==> src/rtl/core/cursor_ordered_list_defines.svh <==
// ----------------------------------------------------------------------------
// cursor_ordered_list_defines.svh
// Assertion macros shared by the cursor ordered list RTL.
// ----------------------------------------------------------------------------
`ifndef CURSOR_ORDERED_LIST_DEFINES_SVH
`define CURSOR_ORDERED_LIST_DEFINES_SVH

// Same-cycle implication, disabled while reset is asserted.
`define COL_ASSERT_SAME(label, clk, rst_n, ante, cons) \
  label: assert property (@(posedge clk) disable iff (!rst_n) (ante) |-> (cons)) \
    else $error("cursor ordered list check failed");

// Next-cycle implication, disabled while reset is asserted.
`define COL_ASSERT_NEXT(label, clk, rst_n, ante, cons) \
  label: assert property (@(posedge clk) disable iff (!rst_n) (ante) |=> (cons)) \
    else $error("cursor ordered list check failed");

`endif

==> src/rtl/core/col_pkg.sv <==
// ----------------------------------------------------------------------------
// col_pkg
// Shared constants, codes and command/status types of the cursor ordered list.
// ----------------------------------------------------------------------------
`default_nettype none

package col_pkg;

  // Store geometry.
  localparam int CAPACITY = 32;
  localparam int DATA_W   = 32;
  localparam int POS_W    = $clog2(CAPACITY);
  localparam int COUNT_W  = $clog2(CAPACITY + 1);

  // Operation codes.
  localparam logic [2:0] OP_START   = 3'd0;
  localparam logic [2:0] OP_ADVANCE = 3'd1;
  localparam logic [2:0] OP_INSERT  = 3'd2;
  localparam logic [2:0] OP_ATTACH  = 3'd3;
  localparam logic [2:0] OP_REMOVE  = 3'd4;

  // Error codes.
  localparam logic [1:0] ERR_OK         = 2'd0;
  localparam logic [1:0] ERR_NO_CURRENT = 2'd1;
  localparam logic [1:0] ERR_FULL       = 2'd2;

  // Datapath state seen by the controller.
  typedef struct packed {
    logic [COUNT_W-1:0] count;
    logic [POS_W-1:0]   pos;
    logic               cur_valid;
  } col_status_t;

  // One step's worth of work for the datapath.
  typedef struct packed {
    logic               exec;
    logic               ins_en;
    logic               rem_en;
    logic [POS_W-1:0]   at_idx;
    logic               word_sel;
    logic [POS_W-1:0]   rd_idx;
    logic [COUNT_W-1:0] next_count;
    logic [POS_W-1:0]   next_pos;
    logic               next_valid;
    logic [1:0]         err;
  } col_cmd_t;

endpackage

`default_nettype wire

==> src/rtl/core/col_ctrl.sv <==
// ----------------------------------------------------------------------------
// col_ctrl
// Handshake state machine and operation decoder of the cursor ordered list.
// ----------------------------------------------------------------------------
`default_nettype none

module col_ctrl (
  input  wire logic                clk,
  input  wire logic                rst_n,
  input  wire logic                in_valid,
  output logic                     in_stall,
  input  wire logic [2:0]          in_operation,
  output logic                     out_valid,
  input  wire logic                out_stall,
  input  wire col_pkg::col_status_t sts,
  output col_pkg::col_cmd_t        cmd
);
  import col_pkg::*;

  // Output register occupancy.
  localparam logic ST_EMPTY = 1'b0;
  localparam logic ST_FULL  = 1'b1;

  logic state_r;
  logic state_nxt;
  logic accept;
  logic full;
  logic [COUNT_W-1:0] pos_ext;
  logic [COUNT_W-1:0] pos_inc;
  logic [COUNT_W-1:0] count_dec;

  // A new item is taken whenever the result register is free or drains now.
  assign out_valid = (state_r == ST_FULL);
  assign in_stall  = out_valid && out_stall;
  assign accept    = in_valid && !in_stall;

  always_comb begin
    state_nxt = state_r;
    unique case (state_r)
      ST_EMPTY: begin
        if (accept) state_nxt = ST_FULL;
      end
      ST_FULL: begin
        if (!accept && !out_stall) state_nxt = ST_EMPTY;
      end
      default: state_nxt = ST_EMPTY;
    endcase
  end

  always_ff @(posedge clk) begin
    if (!rst_n) begin
      state_r <= ST_EMPTY;
    end else begin
      state_r <= state_nxt;
    end
  end

  // Decode the operation against the current cursor and count.
  assign full      = (sts.count == COUNT_W'(CAPACITY));
  assign pos_ext   = COUNT_W'(sts.pos);
  assign pos_inc   = pos_ext + COUNT_W'(1);
  assign count_dec = sts.count - COUNT_W'(1);

  always_comb begin
    cmd            = '0;
    cmd.exec       = accept;
    cmd.rd_idx     = sts.pos;
    cmd.next_count = sts.count;
    cmd.next_pos   = sts.pos;
    cmd.next_valid = sts.cur_valid;
    cmd.err        = ERR_OK;
    unique case (in_operation)
      OP_START: begin
        cmd.rd_idx     = '0;
        cmd.next_pos   = '0;
        cmd.next_valid = (sts.count != '0);
      end
      OP_ADVANCE: begin
        if (!sts.cur_valid) begin
          cmd.err = ERR_NO_CURRENT;
        end else if (pos_inc >= sts.count) begin
          cmd.next_valid = 1'b0;
          cmd.next_pos   = '0;
        end else begin
          cmd.next_pos = pos_inc[POS_W-1:0];
          cmd.rd_idx   = pos_inc[POS_W-1:0];
        end
      end
      OP_INSERT: begin
        if (full) begin
          cmd.err = ERR_FULL;
        end else begin
          cmd.ins_en     = 1'b1;
          cmd.word_sel   = 1'b1;
          cmd.at_idx     = sts.cur_valid ? sts.pos : '0;
          cmd.next_pos   = sts.cur_valid ? sts.pos : '0;
          cmd.next_valid = 1'b1;
          cmd.next_count = sts.count + COUNT_W'(1);
        end
      end
      OP_ATTACH: begin
        if (full) begin
          cmd.err = ERR_FULL;
        end else begin
          cmd.ins_en     = 1'b1;
          cmd.word_sel   = 1'b1;
          cmd.at_idx     = sts.cur_valid ? pos_inc[POS_W-1:0] : sts.count[POS_W-1:0];
          cmd.next_pos   = sts.cur_valid ? pos_inc[POS_W-1:0] : sts.count[POS_W-1:0];
          cmd.next_valid = 1'b1;
          cmd.next_count = sts.count + COUNT_W'(1);
        end
      end
      OP_REMOVE: begin
        if (!sts.cur_valid) begin
          cmd.err = ERR_NO_CURRENT;
        end else begin
          // The entry that followed slides into the cursor's place.
          cmd.rem_en     = 1'b1;
          cmd.at_idx     = sts.pos;
          cmd.rd_idx     = pos_inc[POS_W-1:0];
          cmd.next_count = count_dec;
          if (pos_ext >= count_dec) begin
            cmd.next_valid = 1'b0;
            cmd.next_pos   = '0;
          end
        end
      end
      default: begin
        cmd.err = ERR_OK;
      end
    endcase
  end

endmodule

`default_nettype wire

==> src/rtl/core/col_datapath.sv <==
// ----------------------------------------------------------------------------
// col_datapath
// Row of entry cells, cursor and count registers, and the result register.
// ----------------------------------------------------------------------------
`default_nettype none
`include "cursor_ordered_list_defines.svh"

module col_datapath (
  input  wire logic                      clk,
  input  wire logic                      rst_n,
  input  wire col_pkg::col_cmd_t         cmd,
  input  wire logic [col_pkg::DATA_W-1:0] in_entry_value,
  output col_pkg::col_status_t           sts,
  output logic                           out_has_current,
  output logic [col_pkg::DATA_W-1:0]     out_current_value,
  output logic [col_pkg::COUNT_W-1:0]    out_entry_count,
  output logic [1:0]                     out_error_code
);
  import col_pkg::*;

  logic [DATA_W-1:0]  entry_r   [CAPACITY];
  logic [DATA_W-1:0]  entry_nxt [CAPACITY];
  logic [COUNT_W-1:0] count_r;
  logic [POS_W-1:0]   pos_r;
  logic               cur_valid_r;
  logic [DATA_W-1:0]  result_word;

  // Each cell takes its left neighbor on insert and its right one on remove.
  for (genvar i = 0; i < CAPACITY; i++) begin : g_cell
    always_comb begin
      entry_nxt[i] = entry_r[i];
      if (cmd.ins_en) begin
        if (POS_W'(i) == cmd.at_idx) begin
          entry_nxt[i] = in_entry_value;
        end else if (POS_W'(i) > cmd.at_idx) begin
          if (i > 0) entry_nxt[i] = entry_r[(i > 0) ? i - 1 : 0];
        end
      end else if (cmd.rem_en) begin
        if (POS_W'(i) >= cmd.at_idx && i < CAPACITY - 1) begin
          entry_nxt[i] = entry_r[(i < CAPACITY - 1) ? i + 1 : i];
        end
      end
    end

    always_ff @(posedge clk) begin
      if (cmd.exec) entry_r[i] <= entry_nxt[i];
    end
  end

  // Cursor and count.
  always_ff @(posedge clk) begin
    if (!rst_n) begin
      count_r     <= '0;
      pos_r       <= '0;
      cur_valid_r <= 1'b0;
    end else if (cmd.exec) begin
      count_r     <= cmd.next_count;
      pos_r       <= cmd.next_pos;
      cur_valid_r <= cmd.next_valid;
    end
  end

  assign sts.count     = count_r;
  assign sts.pos       = pos_r;
  assign sts.cur_valid = cur_valid_r;

  // The current word is either the new one or a stored entry.
  assign result_word = cmd.word_sel ? in_entry_value : entry_r[cmd.rd_idx];

  always_ff @(posedge clk) begin
    if (cmd.exec) begin
      out_has_current   <= cmd.next_valid;
      out_current_value <= cmd.next_valid ? result_word : '0;
      out_entry_count   <= cmd.next_count;
      out_error_code    <= cmd.err;
    end
  end

  `COL_ASSERT_SAME(a_count_bound, clk, rst_n, 1'b1, count_r <= COUNT_W'(CAPACITY))
  `COL_ASSERT_SAME(a_cursor_in_range, clk, rst_n, cur_valid_r, COUNT_W'(pos_r) < count_r)
  `COL_ASSERT_SAME(a_no_cursor_at_zero, clk, rst_n, !cur_valid_r, pos_r == '0)
  `COL_ASSERT_NEXT(a_hold_when_idle, clk, rst_n, !cmd.exec,
                   $stable(count_r) && $stable(pos_r) && $stable(cur_valid_r))

endmodule

`default_nettype wire

==> src/rtl/core/cursor_ordered_list.sv <==
// ----------------------------------------------------------------------------
// cursor_ordered_list
// Ordered store of up to 32 words with one cursor, one result per operation.
// ----------------------------------------------------------------------------
// Usage:
//   The input channel carries an operation code (start, advance, insert,
//   attach, remove) and a word that insert and attach store. Every accepted
//   item yields exactly one result: cursor validity, the word under the
//   cursor (zero when none), the entry count and an error code.
//   Each operation completes in the cycle it is accepted, since the row of
//   entry cells shifts all entries at once; the result shows on the output
//   in the next cycle. One item per cycle is sustained while the receiver does not stall.
//   The result register frees itself in the same cycle it is taken, so a new
//   item is accepted while the receiver takes the previous result. When the
//   receiver stalls with a result pending, in_stall rises and the result and
//   all state hold until the transfer completes.
//   Reset empties the store, clears the cursor and drops the pending result;
//   no clearing pass is needed, since only entries below the count are read.
// ----------------------------------------------------------------------------
`default_nettype none

module cursor_ordered_list (
  input  wire logic                       clk,
  input  wire logic                       rst_n,
  input  wire logic                       in_valid,
  output logic                            in_stall,
  input  wire logic [2:0]                 in_operation,
  input  wire logic [col_pkg::DATA_W-1:0] in_entry_value,
  output logic                            out_valid,
  input  wire logic                       out_stall,
  output logic                            out_has_current,
  output logic [col_pkg::DATA_W-1:0]      out_current_value,
  output logic [col_pkg::COUNT_W-1:0]     out_entry_count,
  output logic [1:0]                      out_error_code
);
  import col_pkg::*;

  col_status_t sts;
  col_cmd_t    cmd;

  // Handshake and decode.
  col_ctrl u_ctrl (
    .clk          (clk),
    .rst_n        (rst_n),
    .in_valid     (in_valid),
    .in_stall     (in_stall),
    .in_operation (in_operation),
    .out_valid    (out_valid),
    .out_stall    (out_stall),
    .sts          (sts),
    .cmd          (cmd)
  );

  // Entry cells, cursor and result register.
  col_datapath u_datapath (
    .clk               (clk),
    .rst_n             (rst_n),
    .cmd               (cmd),
    .in_entry_value    (in_entry_value),
    .sts               (sts),
    .out_has_current   (out_has_current),
    .out_current_value (out_current_value),
    .out_entry_count   (out_entry_count),
    .out_error_code    (out_error_code)
  );

endmodule

`default_nettype wire
==> config.mk <==
export PLATFORM = sky130hd
export DESIGN_NAME = cursor_ordered_list
export DESIGN_NICKNAME = d
export VERILOG_FILES = /design/src/rtl/core/col_pkg.sv /design/src/rtl/core/col_ctrl.sv /design/src/rtl/core/col_datapath.sv /design/src/rtl/core/cursor_ordered_list.sv
export VERILOG_INCLUDE_DIRS = /design/src /design/src/rtl/core
export SDC_FILE = /design/constraint.sdc
export NUM_CORES = 2
export LEC_CHECK = 0
export ABC_AREA = 1
export BUFFER_PORTS_ARGS = -buffer_cell sky130_fd_sc_hd__clkbuf_2
export CORE_MARGIN = 2
export CORE_UTILIZATION = 36
export DETAILED_ROUTE_END_ITERATION = 8
export GPL_TIMING_DRIVEN = 1
export PLACE_DENSITY = 0.62
export SLEW_MARGIN = 30
export SYNTH_ARGS = -nofsm -noshare
export SYNTH_HDL_FRONTEND = slang
export SYNTH_SLANG_ARGS = --single-unit
==> constraint.sdc <==
create_clock -name clk -period 12.2 [get_ports clk]
set_input_delay 0.61 -clock clk [delete_from_list [all_inputs] [get_ports clk]]
set_output_delay 0.61 -clock clk [all_outputs]
set_load 0.03 [all_outputs]
; Word level (Yosys, flattened, before mapping)
; Memory sizes are Yosys's and may differ from the RTL's.
; Index checks and enable logic that the tools add are counted.
[word_totals]
output_inout_bits = 43
register_bits = 54
n_memories = 1
ram_bits = 1024
[classes]
mux = 187
n_eq_ne = 41
magnitude_cmp = 64
reduce_logical = 13
addsub = 3
bitwise = 1
[mem_list]
columns = memory, depth, word_bits, rd, rd_ports_with_merged_regs, wr, line
row1 = u_datapath.entry_r, 32, 32, 33, 0, 32, col_datapath.sv:21  ; logic [DATA_W-1:0] entry_r [CAPACITY];
[ops]
columns = cell, count
row1 = 2-to-1 mux 32 bit, 158
row2 = == test 5 bit (first input constant), 16
row3 = > comparator 5 bit (first input constant), 16
row4 = greater-or-equal comparator 5 bit (first input constant), 15
row5 = == test 4 x 5 -> 1 bit (first input constant), 8
row6 = greater-or-equal comparator 4 x 5 -> 1 bit (first input constant), 8
row7 = > comparator 4 x 5 -> 1 bit (first input constant), 8
row8 = 2-to-1 mux 6 bit, 5
row9 = case mux 5 bit (3 select lines), 2
row10 = case mux 6 bit (5 select lines), 1
row11 = 2-to-1 mux 5 bit, 5
row12 = 2-to-1 mux 12 bit, 2
row13 = == test 3 x 5 -> 1 bit (first input constant), 4
row14 = greater-or-equal comparator 3 x 5 -> 1 bit (first input constant), 4
row15 = > comparator 3 x 5 -> 1 bit (first input constant), 4
row16 = case mux 6 bit (3 select lines), 1
row17 = 2-to-1 mux 17 bit, 1
row18 = == test 2 x 5 -> 1 bit (first input constant), 2
row19 = greater-or-equal comparator 1 x 5 -> 1 bit (first input constant), 2
row20 = greater-or-equal comparator 2 x 5 -> 1 bit (first input constant), 2
row21 = > comparator 2 x 5 -> 1 bit (first input constant), 2
row22 = 2-to-1 mux 1 bit, 8
row23 = AND reduction 7 bit, 1
row24 = adder 5 x 1 -> 6 bit (second input constant), 1
row25 = 23 further kinds, 33

; Depth between registers and ports, before layout
[depth]
word_depth = 8
mapped_depth = 31
depth_no_buf = 27

; By module
; Synthesis repeated with hierarchy kept, for this count alone.
[hier_totals]
hier_cells = 8394
area_unflattened_um2 = 65351.4
[modules_own_cells]
columns = module, n_inst, area_per_inst_um2, seq_area_each_um2, cells_per_inst
row1 = col_datapath, 1, 63877.5, 32220.9, 8124
row2 = col_ctrl, 1, 1473.9, 20.0, 270

; Worst setup path before layout
; OpenSTA, ideal clock, no wires.
[synth_path]
path_kind = input port to flip-flop
startpoint = input out_stall
endpoint = memory u_datapath.entry_r[8][0] (enable)
cell_stages = 9
n_path_buf = 0
setup_slack_ns = 4.477
arrival_ns = 7.257
path_cell_list = nand2_1 -> inv_1 -> nor2_1 -> inv_1 -> a21oi_1 -> inv_1 -> nor2_1 -> inv_1 -> o21ai_0
[synth_rtl]
columns = item, line
row1 = from (decl), cursor_ordered_list.sv:30  ; input wire logic out_stall,
row2 = to (decl), col_datapath.sv:21

; Final worst setup path
[layout_path]
startpoint = register u_datapath.pos_r[1]
endpoint = register u_datapath.out_current_value[6] in the netlist's numbering (data pin)
[layout_via]
elab_chain_cells = 7
word_cells_on_any_way = 13
classes_between = add/sub (1) / order compare (2) / mux (9) / memory (1)
[layout_rtl]
columns = item, line
row1 = from (decl), col_datapath.sv:24  ; logic [POS_W-1:0] pos_r;
row2 = from (signal assigned), col_datapath.sv:58  ; pos_r <= cmd.next_pos;
row3 = adder 5 x 1 -> 6 bit, col_ctrl.sv:61  ; assign pos_inc = pos_ext + COUNT_W'(1);
row4 = greater-or-equal comparator 6 bit, col_ctrl.sv:81  ; end else if (pos_inc >= sts.count) begin
row5 = 2-to-1 mux 5 bit, col_ctrl.sv:81
row6 = 2-to-1 mux 5 bit, col_ctrl.sv:79  ; if (!sts.cur_valid) begin
row7 = case mux 5 bit (3 select lines), col_ctrl.sv:72  ; unique case (in_operation)
row8 = memory (32 x 32 bit), --
row9 = 2-to-1 mux 32 bit, col_datapath.sv:68  ; assign result_word = cmd.word_sel ? in_entry_value : entry_r[cmd.rd_idx];
row10 = to (signal assigned), col_datapath.sv:73  ; out_current_value <= cmd.next_valid ? result_word : '0;
row11 = to (decl), col_datapath.sv:15  ; output logic [col_pkg::DATA_W-1:0] out_current_value,
; Several ways; a longest one is shown, not always the timed one. The select of a mux whose other input is x is not followed.
; A chain may end at the register's enable or synchronous reset.

==> impl_metrics.yaml <==
global_routing:
  grt_pass1_vias: 59900
  grt-ovfl-total: 0
  grt_first_pass_wirelength_um: 402000
  antenna_found_initial: 18
  grt_max_degree: 189
  grt_use_total: 0.276
clock_network:
  cts_setup_buffers: 0
  cts_hold_buffers: 0
  root_buffer: "clkbuf_16"
  clk_pin_slew_ns: 0.06
  cts_tree: "built"
  ctsLongestPathBuffers: 3
  numCtsBuffers: 121
  htreeDepth: 3
  cts_sinks: 1078
  insertion_delay_ns: 0.78
  cts_resized: 0
pwr:
  power_frac_comb: 0.157
  p_sw_w: 0.00287
  swShare: 0.300
  p_seq_frac: 0.459
  power.internal_w: 0.00669
  p_per_area_nw_per_um2: 130
  peakVddDrop_uv: 149
  p_clk_frac: 0.384
  p_leak_nw: 29.8
detailed_routing:
  drt_pre_antenna_iters: 7
  detail-route-antenna-nets: 0
  detail_route.wirelength_um: 276000
  drc_errors: 0
  dr.first_iter.drc_count: 10800
  route.vias.total: 66400
  route.detailed.vias_per_inst: 5.97
  wl_per_cell_um: 24.8
sta:
  max_freq_ghz: 0.166
  rsz0062_at_grt: "false"
  hold_viol: 0
  skew_ns: 0.0306
  tightestPinTransition_ns: 1.20
  slew_viol_final: 0
  finalSetupViolations: 0
  slew_headroom: 0.202
  fin_crit_sh: 0.495
  finalCriticalPeriod_ns: 6.04
  tns_ns: 0
setup_path:
  cp_max_fo: 171
  crit_path_start_kind: "flop"
  required_ns: 12.73
  critPathKind: "reg2reg"
  cp_data_arrival_time_ns: 6.57
  path_common_cell: "nand3_1"
  cpPeakStageDelay_ns: 0.54
  path_buf_inv: 7
  crit_family: "simple AND/OR/NAND/NOR gates"
  cpMaxStageDelayCell: "dfxtp_1"
  end_kind: "flop"
floorplan:
  rows: 158
  io_pins: 82
  die_w_um: 437
  die_h_um: 437
  initial_utilization: 0.363
  die_area_um2: 191000
  fp.coreArea_um2: 186000
place:
  dp_hpwl_um: 156000
  postPlaceCellArea_um2: 69600
  portBuffers: 81
  globalplace.congestion: 0.895
synth:
  synthSimpleGateAreaFrac: 0.223
  ys.flop_type: "edfxtp_1"
  syn-num-nets: 9019
  synth_area_per_cell_um2: 7.53
  synth_area_leaders: "edfxtp_1 (47%), nand2_1 (13%), o21ai_0 (11%), nand3_1 (5.8%), a21oi_1 (5.2%)"
  synth_xor_area_frac: 0.000908
  ys_types: 44
  synth_top_area_cell: "edfxtp_1"
  ys_ff_latch: 1078
  synth_warnings: 0
  synthAdderAreaFrac: 0.00296
  synth_top_family_by_area: "simple AND/OR/NAND/NOR gates"
  yosysSeqAreaShare: 0.477
  synth_compound_area_frac: 0.200
  synthMuxAreaShare: 0
  synth_top_cell_area_share: 0.474
  synth_cells: 8964
  synthArstFlopShare: 0
  synth-edff-count: 1065
  syn_area_um2: 67500
final_layout:
  area_growth_pct: 8.80
  nets: 8574
  ff_latch_area_um2: 32200
  drive_gt1_frac: 0.0590
  fillCellCount: 18900
  multi_input_area_um2: 29400
  fin_area_um2: 73500
flow_run:
  maxCapViolations: 0
min_path:
  hold_class: "in2reg"
run_status:
  status: "complete, no violations"
[final cells by class]
cell class | instances | share of cell area
sequential | 1078 | 0.439
multi-input combinational | 6242 | 0.400
inverter | 854 | 0.0438
clock buffer | 146 | 0.0428
tap | 2480 | 0.0422
timing repair buffer | 222 | 0.0228
clock inverter | 79 | 0.00879
antenna | 13 | 0.000443
[worst paths after layout]
check | startpoint | endpoint | slack [ns] | depth (start not counted)
setup / recovery | u_datapath.pos_r[1] | u_datapath.out_current_value[6] | 6.16 | 27
hold / removal | out_stall | u_ctrl.out_valid | 0.09 | 3
setup reg to reg | u_datapath.pos_r[1] | u_datapath.out_current_value[6] | 6.16 | 27
hold reg to reg | u_ctrl.out_valid | u_ctrl.out_valid | 0.50 | 2
[metal layers]
metal,global-route usage,wire length (um),vias up
li1,-,-,29600
met1,0.368,105000,30900
met2,0.420,120000,4977
met3,0.0518,34500,787
met4,0.155,16400,4
met5,0,26,-
[placed cells by master, fill, tap and decap left out, drive strengths merged, types with 2 or more instances in the layout]
cell,n
a211oi,3
a21oi,698
buf,141
bufinv,9
clkbuf,227
clkinv,86
clkinvlp,3
dfxtp,13
diode,13
edfxtp,1065
ha,16
inv,835
nand2,2412
nand3,790
nand3b,65
nand4,71
nor2,217
nor3,38
o211ai,46
o21ai,1706
o221ai,2
o22ai,162
xor2,6
[tightest hold or removal path, stage by stage]
cell	delay [ns]
clkbuf_2	0.08
nand2_1	0.07
a21oi_1	0.06
[logic make-up (layout without fill, tap and decap cells)]
family,Yosys count,after routing
and+or+nand+nor,3595,3595
AOI/OAI and AO/OA,2624,2624
buffers and inverters,1644,1301
DFF,1078,1078
adders and majority gates,16,16
xor gates and xnor gates,7,7
other,0,13
[power groups by stage]
stage	sequential (W)	combinational (W)	clock (W)
6_report	0.00438	0.00150	0.00367
3_3_place_gp	0.00445	0.00142	0
4_1_cts	0.00438	0.00145	0.00368
2_1_floorplan	0.00445	0.000941	0
5_1_grt	0.00439	0.00162	0.00381
3_5_place_dp	0.00446	0.00144	0
[cell usage after synthesis, types with 6 or more instances]
cell type,instances
o211ai_1,44
ha_1,16
xor2_1,6
buf_2,161
inv_1,814
buf_1,67
nand3_1,785
dfxtp_1,13
inv_2,17
nor3_1,34
nor2_1,202
clkbuf_1,548
clkinv_1,23
o21ai_1,211
buf_4,14
nand3b_1,65
nand2_1,2404
nor2_2,12
o22ai_1,162
nand4_1,71
edfxtp_1,1065
nand2_2,7
a21oi_1,697
o21ai_0,1494
[sequential cells by signal (all words and copies together), names as in the netlist]
signal,count
u_datapath.out_entry_count,6
u_ctrl.out_valid,1
u_datapath.pos_r,5
u_datapath.entry_r,1024
u_datapath.cur_valid_r,1
u_datapath.count_r,6
u_datapath.out_has_current,1
u_datapath.out_current_value,32
u_datapath.out_error_code,2
[per-stage QoR]
step	setup WS, ns	hold slack [ns]	instances	power [W]	util
final	6.16	0.0890	11100	0.00956	0.395
after global routing	5.92	0.110	11100	0.00983	0.395
after CTS	6.12	0.0489	11100	0.00951	0.395
after detailed placement	6.04	0.491	10900	0.00590	0.374
after global placement	6.18	0.478	10900	0.00587	0.374
after floorplan	4.48	0.520	8964	0.00539	-
No activity file was read; power rests on OpenSTA's default activity.
